===== src/rtl/lss_pkg.sv =====
// ----------------------------------------------------------------------------
// lss_pkg
// Shared types and constants of the 3x3 Laplacian sharpening stream.
// ----------------------------------------------------------------------------
package lss_pkg;

    // Configuration register indexes and reset values
    localparam int unsigned CFG_INDEX_W   = 2;
    localparam int unsigned CFG_DATA_W    = 13;
    localparam logic [CFG_INDEX_W-1:0] CFG_IMAGE_WIDTH   = 2'd0;
    localparam logic [CFG_INDEX_W-1:0] CFG_IMAGE_HEIGHT  = 2'd1;
    localparam logic [CFG_INDEX_W-1:0] CFG_CHANNEL_COUNT = 2'd2;

    localparam int unsigned WIDTH_REG_W    = 11;
    localparam int unsigned HEIGHT_REG_W   = 13;
    localparam int unsigned CHANNEL_REG_W  = 3;
    localparam logic [WIDTH_REG_W-1:0]   WIDTH_RESET   = 11'd640;
    localparam logic [HEIGHT_REG_W-1:0]  HEIGHT_RESET  = 13'd480;
    localparam logic [CHANNEL_REG_W-1:0] CHANNEL_RESET = 3'd3;

    localparam int unsigned MIN_DIM      = 3;
    localparam int unsigned MIN_CHANNELS = 1;

    // Kernel
    localparam int unsigned GAIN  = 5;
    localparam int unsigned ACC_W = 12;

    // Result queue
    localparam int unsigned QUEUE_DEPTH = 4;
    localparam int unsigned QPTR_W      = $clog2(QUEUE_DEPTH);
    localparam int unsigned QCNT_W      = $clog2(QUEUE_DEPTH + 1);

    typedef struct packed {
        logic [7:0] sample;
        logic       frame_start;
    } lss_in_t;

    typedef struct packed {
        logic [7:0] sharpened;
        logic       run_last;
        logic       frame_last;
    } lss_out_t;

    // One entry of the row store: the row two above and the row above.
    typedef struct packed {
        logic [7:0] older;
        logic [7:0] newer;
    } lss_entry_t;

    // Position of an item within the frame.
    typedef struct packed {
        logic has_result;
        logic last_row;
        logic interior;
        logic row_end;
    } lss_pos_flags_t;

    // All results caused by one item.
    typedef struct packed {
        logic [7:0] sharpened;
        logic       first_run_last;
        logic       pair;
        logic       final_frame_last;
    } lss_bundle_t;

endpackage


===== src/rtl/lss_position.sv =====
// ----------------------------------------------------------------------------
// lss_position
// Column and row counters; classifies each accepted item within the frame.
// ----------------------------------------------------------------------------
module lss_position
    import lss_pkg::*;
#(
    parameter int COL_W = 13,
    parameter int H_W   = 13,
    parameter int C_W   = 3
)
(
    input  logic             clk,
    input  logic             rst_n,
    input  logic             accept,
    input  logic             frame_start,
    input  logic [COL_W-1:0] row_len,
    input  logic [H_W-1:0]   height,
    input  logic [C_W-1:0]   chans,
    output logic [COL_W-1:0] col,
    output logic [COL_W-1:0] right_col,
    output lss_pos_flags_t   flags
);

    logic [COL_W-1:0] col_reg;
    logic [COL_W-1:0] col_next;
    logic [H_W-1:0]   row_reg;
    logic [H_W-1:0]   row_next;
    logic [H_W-1:0]   row_cur;
    logic [COL_W-1:0] chans_ext;

    assign chans_ext = COL_W'(chans);

    always_comb
    begin
        col      = frame_start ? '0 : col_reg;
        row_cur  = frame_start ? '0 : row_reg;
        // A geometry change can leave the counters past the new bounds.
        if (col >= row_len)
        begin
            col     = '0;
            row_cur = row_cur + 1'b1;
        end
        if (row_cur >= height)
        begin
            row_cur = '0;
        end

        right_col = col + chans_ext;

        flags.has_result = (row_cur != '0);
        flags.last_row   = (row_cur == height - 1'b1);
        flags.interior   = (row_cur >= H_W'(2)) && (col >= chans_ext)
                           && (col < row_len - chans_ext);
        flags.row_end    = (col == row_len - 1'b1);

        if (flags.row_end)
        begin
            col_next = '0;
            row_next = flags.last_row ? '0 : row_cur + 1'b1;
        end
        else
        begin
            col_next = col + 1'b1;
            row_next = row_cur;
        end
    end

    always_ff @(posedge clk or negedge rst_n)
    begin
        if (!rst_n)
        begin
            col_reg <= '0;
            row_reg <= '0;
        end
        else if (accept)
        begin
            col_reg <= col_next;
            row_reg <= row_next;
        end
    end

endmodule


===== config.mk =====
export PLATFORM = sky130hd
export DESIGN_NAME = lss_position
export DESIGN_NICKNAME = d
export VERILOG_FILES = /design/src/rtl/lss_pkg.sv /design/src/rtl/lss_position.sv
export SDC_FILE = /design/constraint.sdc
export NUM_CORES = 1
export LEC_CHECK = 0
export BUFFER_PORTS_ARGS = -buffer_cell sky130_fd_sc_hd__buf_2
export CORE_MARGIN = 2
export CORE_UTILIZATION = 61
export DETAILED_ROUTE_END_ITERATION = 6
export PLACE_DENSITY = 0.85
export SETUP_SLACK_MARGIN = 0.4
export SYNTH_ARGS = -nofsm -noshare
export SYNTH_HDL_FRONTEND = slang
export SYNTH_SLANG_ARGS = --single-unit

===== constraint.sdc =====
create_clock -name clk -period 12 [get_ports clk]
set_input_delay 3 -clock clk [delete_from_list [all_inputs] [get_ports clk]]
set_output_delay 3 -clock clk [all_outputs]
set_load 0.005 [all_outputs]

==> reports/results.ini <==
[outcome]
status = complete, no violations

[power]
p_leak_nw = 2.67
power_mw = 0.317
p_per_area_nw_per_um2 = 55.0
ir_worst_vdd_mv = 0.108

[timing]
hold_slack_ns = 0.553
fin_setup_tns_ns = 0
rsz0062_at_grt = false
slew_violations = 0
hold_viol_final = 0
setup_viol = 0
timing.slew.headroom_pct = 28.0
fmax_mhz = 88.2
fin_skew_ns = 0.00452
finalCriticalPeriod_ns = 11.33
fin_ws_ns = 0.668
period_share_pct = 94.4
tightest_slew_ns = 1.07

[drt]
wl_per_cell_microns = 19.7
vias_per_cell = 6.69
drt_iter0_markers = 719
ant_nets = 0
finalWirelength_mm = 17.1
dr_total_vias = 5832
drt_pre_antenna_iters = 5
remaining_drc_errors = 0

[grt]
grt_pass1_wl_mm = 27.6
grt_pass1_vias = 5408
grt-ovfl-total = 0
grt_max_degree = 42
grt_use_total_pct = 35.6
antenna_found_initial = 0

[placement]
io_buffer_count = 62
dp.cells = 867
place_hpwl_mm = 13.9
place_area_sq_um = 5660
place_congestion = 1.02
dp_slack_ns = 0.601

[setup_path]
start_kind = input pin
max_stage_delay_ns = 0.49
rr_endpoint = row_reg[11]
regToRegStartpoint = col_reg[5]
r2r_cells = 18
criticalPathCategory = in2out
startpoint = frame_start
crit_path_max_fanout = 19
cp.required_ns = 9.00
crit_slowest_cell = a311oi_4
cp_data_arrival_time_ns = 8.33
end_kind = primary output
cp_common_cell = o21ai_0
crit_chain = buf_2 -> nand2b_1 -> inv_1 -> ha_1 -> and3_1 -> o21ai_0 -> a311oi_4 -> buf_4 -> o31ai_1 -> xor2_1 -> ha_1 -> o21a_1 -> o21ai_0 -> o21bai_1 -> a21o_1 -> nor2_1 -> nand2b_1 -> o21ai_0 -> or3b_2 -> nor4_1 -> buf_2
ff2ff_setup_slack_ns = 5.85

[cells_and_area]
fin_area_sq_um = 5750
layout.cells.non_filler = 872
diodes = 0
num-fill-cells = 701
fin_util_pct = 69.3
multi_input_area_sq_um = 4260
drive_gt1_share_pct = 13.6
syn_to_final_growth_pct = 9.47
seq_area_sq_um = 651
fin_nets = 858

[yosys]
synth_edf_count = 0
synth_sequential_area_ratio_pct = 12.4
syn_area_per_cell_sq_um = 7.32
synth_top_family_by_area = simple AND/OR/NAND/NOR gates
syn_inst = 718
synth_fa_ha_area_share_pct = 13.9
syn_area_sq_um = 5260
synth_cell_type_count = 76
async_flop_share_pct = 100
synthFlopType = dfrtp_1
muxShareOfSynthArea_pct = 2.59
synth-compound-area-share_pct = 19.1
syn_nets = 808
synth-seq-cells = 26
synthSimpleGateAreaFrac_pct = 33.2
synth_xor_area_share_pct = 12.1
yosys_warnings = 0

[die]
start_util_pct = 63.3
die_w_microns = 96.8
core_area_sq_um = 8300
die-area_sq_um = 9380
rows = 33
die_y_microns = 96.8
io_pins = 63

[clocking]
cts.sinks = 26
htree_levels = 1
clk_pin_slew_worst_paths_ns = 0.09
cts_tree = yes
insertion_delay_ns = 0.27
cts.root.buffer_cell = clkbuf_8
cts_buffers = 3
ctsHoldBuffers = 0
clk_path_buf_depth = 2

[hold_path]
min_from = row_reg[1]
min_path_cells = 2
hold_end = row_reg[1]
holdCritPathClass = reg2reg

[run]
max_cap_violations = 0

-- synth_stat cells (15+ instances only) --
| cell type | instances | area share [%] |
|---|---|---|
| a21oi_1 | 23 | 2.2 |
| clkbuf_1 | 25 | 1.8 |
| dfrtp_1 | 26 | 12 |
| ha_1 | 55 | 13 |
| inv_1 | 59 | 4.2 |
| nand2_1 | 47 | 3.4 |
| nand2b_1 | 17 | 2.0 |
| nand3_1 | 41 | 3.9 |
| nand4_1 | 19 | 2.3 |
| nor2_1 | 68 | 4.9 |
| nor2b_1 | 17 | 2.0 |
| nor3_1 | 23 | 2.2 |
| nor4_1 | 15 | 1.8 |
| o21ai_0 | 30 | 2.9 |
| xnor2_1 | 52 | 8.7 |
| xor2_1 | 18 | 3.0 |
-- worst max path at each step --
stage	cells after the start	slack, ns	to
after floorplan	20	0.54	flags[2]
after global placement	22	0.84	flags[2]
after detailed placement	21	0.60	flags[2]
after CTS	21	0.59	flags[2]
after global routing	21	0.39	flags[2]
final	21	0.67	flags[2]
-- critical path, delay by kind of cell --
kind / cells / cell delay, ns
AO/OA/AOI/OAI: 8 / 1.87
XOR/XNOR: 1 / 0.44
adder cells (fa/ha/maj): 2 / 0.66
buffers and inverters: 4 / 0.86
AND/OR/NAND/NOR: 6 / 1.49
-- area by class of cell --
| cell class | instances | share of cell area, % |
|---|---|---|
| Clock inverter | 1 | 0.522 |
| Timing Repair Buffer | 76 | 7.22 |
| Clock buffer | 3 | 0.718 |
| Multi-Input combinational cell | 602 | 74.1 |
| Sequential cell | 26 | 11.3 |
| Inverter | 59 | 3.85 |
| Tap cell | 105 | 2.28 |
-- logic make-up after synthesis --
logic type | Yosys count
muxes | 13
xor gates and xnor gates | 71
DFF | 26
AOI/OAI and AO/OA | 143
and+or+nand+nor | 318
buffers and inverters | 90
adders and majority gates | 57
-- repair_timing --
action,in CTS,in global routing
setup buffers,0,1
gates resized for setup,0,5
endpoints found under the setup margin,0,2
-- cells in the final DEF, fill, tap and decap left out, types with 17 or more instances in the layout --
cell / instances
inv_1: 59
nor3_1: 23
ha_1: 55
nand3_1: 41
buf_2: 62
nand2b_1: 17
o21ai_0: 29
xnor2_1: 52
dfrtp_1: 26
a21oi_1: 23
nand2_1: 47
xor2_1: 18
nor2b_1: 17
nor2_1: 68
nand4_1: 19
-- per-layer routing --
metal	track usage, %	share of wire (%)	vias up
met5	0	0	-
met4	7.80	1.7	0
met3	7.66	13	42
met2	51.9	41	379
met1	53.5	44	2692
li1	-	-	2719
-- power by group --
part | internal (mW) | total [mW] | switching (mW)
Clock | 0.0447 | 0.0732 | 0.0285
Sequential | 0.0924 | 0.100 | 0.00795
Combinational | 0.0567 | 0.143 | 0.0865
Total | 0.194 | 0.317 | 0.123
No activity file was read; power rests on OpenSTA's default activity.
