--- src/rtl/lss_pkg.sv ---
// ----------------------------------------------------------------------------
// lss_pkg
// Shared types and constants of the 3x3 Laplacian sharpening stream.
// ----------------------------------------------------------------------------
package lss_pkg;

    // Configuration register indexes and reset values
    localparam int unsigned CFG_INDEX_W   = 2;
    localparam int unsigned CFG_DATA_W    = 13;
    localparam logic [CFG_INDEX_W-1:0] CFG_IMAGE_WIDTH   = 2'd0;
    localparam logic [CFG_INDEX_W-1:0] CFG_IMAGE_HEIGHT  = 2'd1;
    localparam logic [CFG_INDEX_W-1:0] CFG_CHANNEL_COUNT = 2'd2;

    localparam int unsigned WIDTH_REG_W    = 11;
    localparam int unsigned HEIGHT_REG_W   = 13;
    localparam int unsigned CHANNEL_REG_W  = 3;
    localparam logic [WIDTH_REG_W-1:0]   WIDTH_RESET   = 11'd640;
    localparam logic [HEIGHT_REG_W-1:0]  HEIGHT_RESET  = 13'd480;
    localparam logic [CHANNEL_REG_W-1:0] CHANNEL_RESET = 3'd3;

    localparam int unsigned MIN_DIM      = 3;
    localparam int unsigned MIN_CHANNELS = 1;

    // Kernel
    localparam int unsigned GAIN  = 5;
    localparam int unsigned ACC_W = 12;

    // Result queue
    localparam int unsigned QUEUE_DEPTH = 4;
    localparam int unsigned QPTR_W      = $clog2(QUEUE_DEPTH);
    localparam int unsigned QCNT_W      = $clog2(QUEUE_DEPTH + 1);

    typedef struct packed {
        logic [7:0] sample;
        logic       frame_start;
    } lss_in_t;

    typedef struct packed {
        logic [7:0] sharpened;
        logic       run_last;
        logic       frame_last;
    } lss_out_t;

    // One entry of the row store: the row two above and the row above.
    typedef struct packed {
        logic [7:0] older;
        logic [7:0] newer;
    } lss_entry_t;

    // Position of an item within the frame.
    typedef struct packed {
        logic has_result;
        logic last_row;
        logic interior;
        logic row_end;
    } lss_pos_flags_t;

    // All results caused by one item.
    typedef struct packed {
        logic [7:0] sharpened;
        logic       first_run_last;
        logic       pair;
        logic       final_frame_last;
    } lss_bundle_t;

endpackage

--- src/rtl/lss_out_queue.sv ---
// ----------------------------------------------------------------------------
// lss_out_queue
// Small queue of per-item result bundles, unpacked into single result items.
// ----------------------------------------------------------------------------
module lss_out_queue
    import lss_pkg::*;
(
    input  logic              clk,
    input  logic              rst_n,
    input  logic              push,
    input  lss_bundle_t       push_data,
    output logic              out_valid,
    input  logic              out_stall,
    output lss_out_t          out_data,
    output logic [QCNT_W-1:0] level
);

    lss_bundle_t       q_reg [QUEUE_DEPTH];
    logic [QPTR_W-1:0] wr_ptr_reg;
    logic [QPTR_W-1:0] rd_ptr_reg;
    logic [QCNT_W-1:0] count_reg;
    logic [QCNT_W-1:0] count_next;
    logic              phase_reg;
    logic              phase_next;
    logic              pop;
    lss_bundle_t       head;

    assign head      = q_reg[rd_ptr_reg];
    assign out_valid = (count_reg != '0);
    assign level     = count_reg;

    // The second result of a pair is always a zero for the item itself.
    always_comb
    begin
        out_data.sharpened  = phase_reg ? 8'd0 : head.sharpened;
        out_data.run_last   = phase_reg ? 1'b1 : head.first_run_last;
        out_data.frame_last = phase_reg ? head.final_frame_last : 1'b0;

        pop        = 1'b0;
        phase_next = phase_reg;
        if (out_valid && !out_stall)
        begin
            if (head.pair && !phase_reg)
            begin
                phase_next = 1'b1;
            end
            else
            begin
                pop        = 1'b1;
                phase_next = 1'b0;
            end
        end
        count_next = count_reg + QCNT_W'(push) - QCNT_W'(pop);
    end

    always_ff @(posedge clk)
    begin
        if (push)
        begin
            q_reg[wr_ptr_reg] <= push_data;
        end
    end

    always_ff @(posedge clk or negedge rst_n)
    begin
        if (!rst_n)
        begin
            wr_ptr_reg <= '0;
            rd_ptr_reg <= '0;
            count_reg  <= '0;
            phase_reg  <= 1'b0;
        end
        else
        begin
            if (push)
            begin
                wr_ptr_reg <= wr_ptr_reg + 1'b1;
            end
            if (pop)
            begin
                rd_ptr_reg <= rd_ptr_reg + 1'b1;
            end
            count_reg <= count_next;
            phase_reg <= phase_next;
        end
    end

endmodule

--- config.mk ---
export PLATFORM = sky130hd
export DESIGN_NAME = lss_out_queue
export DESIGN_NICKNAME = d
export VERILOG_FILES = /design/src/rtl/lss_pkg.sv /design/src/rtl/lss_out_queue.sv
export SDC_FILE = /design/constraint.sdc
export NUM_CORES = 1
export LEC_CHECK = 0
export ABC_AREA = 1
export BUFFER_PORTS_ARGS = -buffer_cell sky130_fd_sc_hd__buf_2
export CORE_UTILIZATION = 60
export DETAILED_ROUTE_END_ITERATION = 12
export GPL_ROUTABILITY_DRIVEN = 1
export PLACE_DENSITY = 0.89
export SETUP_SLACK_MARGIN = 0.4
export SYNTH_ARGS = -nofsm -noshare
export SYNTH_HDL_FRONTEND = slang
export SYNTH_SLANG_ARGS = --single-unit
export TNS_END_PERCENT = 10
--- constraint.sdc ---
create_clock -name clk -period 4.65 [get_ports clk]
set_input_delay 0.6975 -clock clk [delete_from_list [all_inputs] [get_ports clk]]
set_output_delay 0.6975 -clock clk [all_outputs]
set_load 0.02 [all_outputs]
==> impl_results.md <==
* DP HPWL at ~2400 µm
* Global Route Usage Sum at 0.221
* Synthesized Nets at 210
* Worst-margin pin slew at between 0.7 and 0.8 ns
* Die X at slightly above 60 µm
* Max Cap Violations at 0
* CTS buffer count at 5
* Setup Skew at 0.0121 ns
* Most numerous cell in the Yosys netlist: edfxtp_1
* Commonest cells post-synth: edfxtp_1, nor2_1, nand2_1, inv_1, o21ai_0
* Initial DRC count at 67
* Antenna Cells at 0
* Slew HR at 0.480
* Gr ovfl total at 0
* Netlist cell types at 20
* Final core utilization at 0.707
* Share of cells above drive strength 1 at 0.181
* Synth Flop Type: edfxtp_1
* Post-route ant nets at 0
* Post-synth EDFFs at 44
* Routed wire length at 3710 µm
* Final GP Congestion at approximately 0.76
* Arrival time at the worst endpoint at between 3 and 4 ns
* Register area share after synthesis at 0.699
* Via Count at 1340
* Synth-to-layout area growth at 10.9%
* Die area at approximately 3900 µm²
* Peak supply drop at ~0.00038 V
* PortBufs at 28
* Post-CTS Resized at 0
* Hold WC Path Type: in2async
* Critical path endpoint category: register
* CP top delay family: flip-flops
* CTS max path bufs at 2
* CTS tree: yes
* H-tree depth at 2
* RSZ-0062 raised after global routing: false
* CP required at ~4.9 ns
* Rows at 21
* Synth Cell Area at around 2200 µm²
* Startpoint class of the critical path: register
* Final period utilization at 0.655
* Cell count after synthesis at 188
* Yosys top cell area share at 0.607
* Yosys warnings at 0
* Worst-skew pair later-pin latency at between 0.3 and 0.4 ns
* # IOs at 29
* Tmin final at just over 3 ns
* Cell taking the most area after synthesis: edfxtp_1
* TritonRoute pass-1 iters at 4
* DRC at 0
* Yosys reg bits at 52
* Pin count of the biggest net entering global routing at 25
* Number of flip-flops in the largest register at 44
* Initial Util at 0.637
* Layout Nets at roughly 240
* Top fanout value on the critical path at 24
* Crit path buf inv count at 3
* First-pass GRT wire length at around 6300 µm
* Static leakage at 1.02 nW
* Status: finished clean
* Final Max Slew Viols at 0
* Final Setup Violations at 0
* Placeable Area at 3420 µm²
* Post-CTS Setup Bufs at 0
* Syn_area_per_cell at ~12 µm²
* Async SR Flop Fraction at 0.154
* Highest Clock Rate at approximately 330 MHz
* Root Driver: clkbuf_4
* Clock-pin transition on the worst setup and hold timing paths at 0.15 ns
* Overall die height at about 62 µm
* CTS sink count at 52
* Design Power at 1.54 mW
* Vias in the first global route at 1334
* Critical Path, Cell by Cell: inv_2, nand2_1, nand3_1, nand2_1, nand2_2, nand2_2, inv_2, ha_1, inv_1, ha_1, fa_1, xnor2_1, xor2_1
* Cell Pwr Density at ~640 nW/µm²
* Max stage delay cell, worst path: dfrtp_1
* Hold_buf cts at 0
* Final Hold Viols at 0
* Routed len/inst at roughly 14 µm
* DR vias/cell at between 5 and 6
* Worst setup path class: reg2reg
* Synth area leaders: edfxtp_1, dfrtp_1, nor2_1
* CP max stage delay at 0.88 ns
* Number of antenna violations at the first check in global routing at 0
* Setup TNS at 0 ns
==> worst register-to-register path: stages (launching register included) <==
cell and delay [ns]:
dfrtp_1 0.88, inv_2 0.36, nand2_1 0.14, nand3_1 0.07, nand2_1 0.09, nand2_2 0.08, nand2_2 0.08, inv_2 0.04
ha_1 0.26, inv_1 0.04, ha_1 0.18, fa_1 0.38, xnor2_1 0.17, xor2_1 0.19
==> kinds of logic (layout without fill, tap and decap cells) <==
family,count (synthesis),after routing,share of synthesized area
adders and majority gates,7,7,0.0437
and+or+nand+nor,66,66,0.119
AOI/OAI and AO/OA,31,31,0.0713
buffers and inverters,29,57,0.0552
DFF,52,52,0.699
xor gates and xnor gates,3,3,0.0121
==> final timing paths <==
kind,from,depth (start not counted),slack (ns),endpoint
min reg2reg,level[1],1,0.53,level[2]
max,rd_ptr_reg[0],13,1.61,level[2]
max in group asynchronous,rst_n,1,4.33,level[1]
max reg2reg,rd_ptr_reg[0],13,1.61,level[2]
min,rst_n,1,0.14,rd_ptr_reg[0]
min in group clk,level[1],1,0.53,level[2]
==> final cells by class <==
| class | instances | area (µm²) |
|---|---|---|
| Multi-Input combinational cell | 107 | 536 |
| Clock inverter | 2 | 38.8 |
| Timing Repair Buffer | 28 | 140 |
| Sequential cell | 52 | 1520 |
| Inverter | 21 | 78.8 |
| Fill cell | 263 | 1000 |
| Tap cell | 46 | 57.6 |
| Clock buffer | 6 | 41.3 |
==> power by group <==
| part | switching, mW | internal (mW) | total, mW |
|---|---|---|---|
| combinational | 0.374 | 0.191 | 0.565 |
| clock | 0.135 | 0.116 | 0.251 |
| sequential | 0.101 | 0.623 | 0.724 |
| total | 0.611 | 0.930 | 1.54 |
==> placed cells by master (no fill, tap or decap) <==
cell type / synthesis / layout
o21ai_0: 14 / 14
nand3_1: 5 / 5
dfrtp_1: 8 / 8
bufinv_16: 0 / 1
a21oi_1: 11 / 11
clkbuf_4: 0 / 5
edfxtp_1: 44 / 44
xnor2_1: 1 / 1
o21ai_1: 6 / 6
xor2_1: 2 / 2
inv_6: 0 / 1
fa_1: 1 / 1
clkbuf_1: 2 / 1
inv_2: 2 / 2
buf_2: 2 / 28
ha_1: 6 / 6
nor2_1: 39 / 39
nand2_2: 2 / 2
nand2_1: 20 / 20
inv_1: 19 / 19
==> metrics by stage <==
stage,area [µm²],setup slack (ns),hold slack (ns),instances
floorplan,2180,2.31,0.402,188
global route,2410,1.37,0.120,262
CTS,2410,1.61,0.128,262
detailed placement,2330,1.65,0.501,254
finish,2410,1.61,0.137,262
global placement,2330,1.86,0.494,254
==> routing by layer <==
layer  track usage  vias up  part of all wire
li1              -      675                 -
met1         0.274      619              0.42
met2         0.379       39              0.51
met3        0.0331        7             0.050
met4         0.113        0             0.022
met5             0        -                 0
Note: power is estimated with default switching activity, not from simulation.
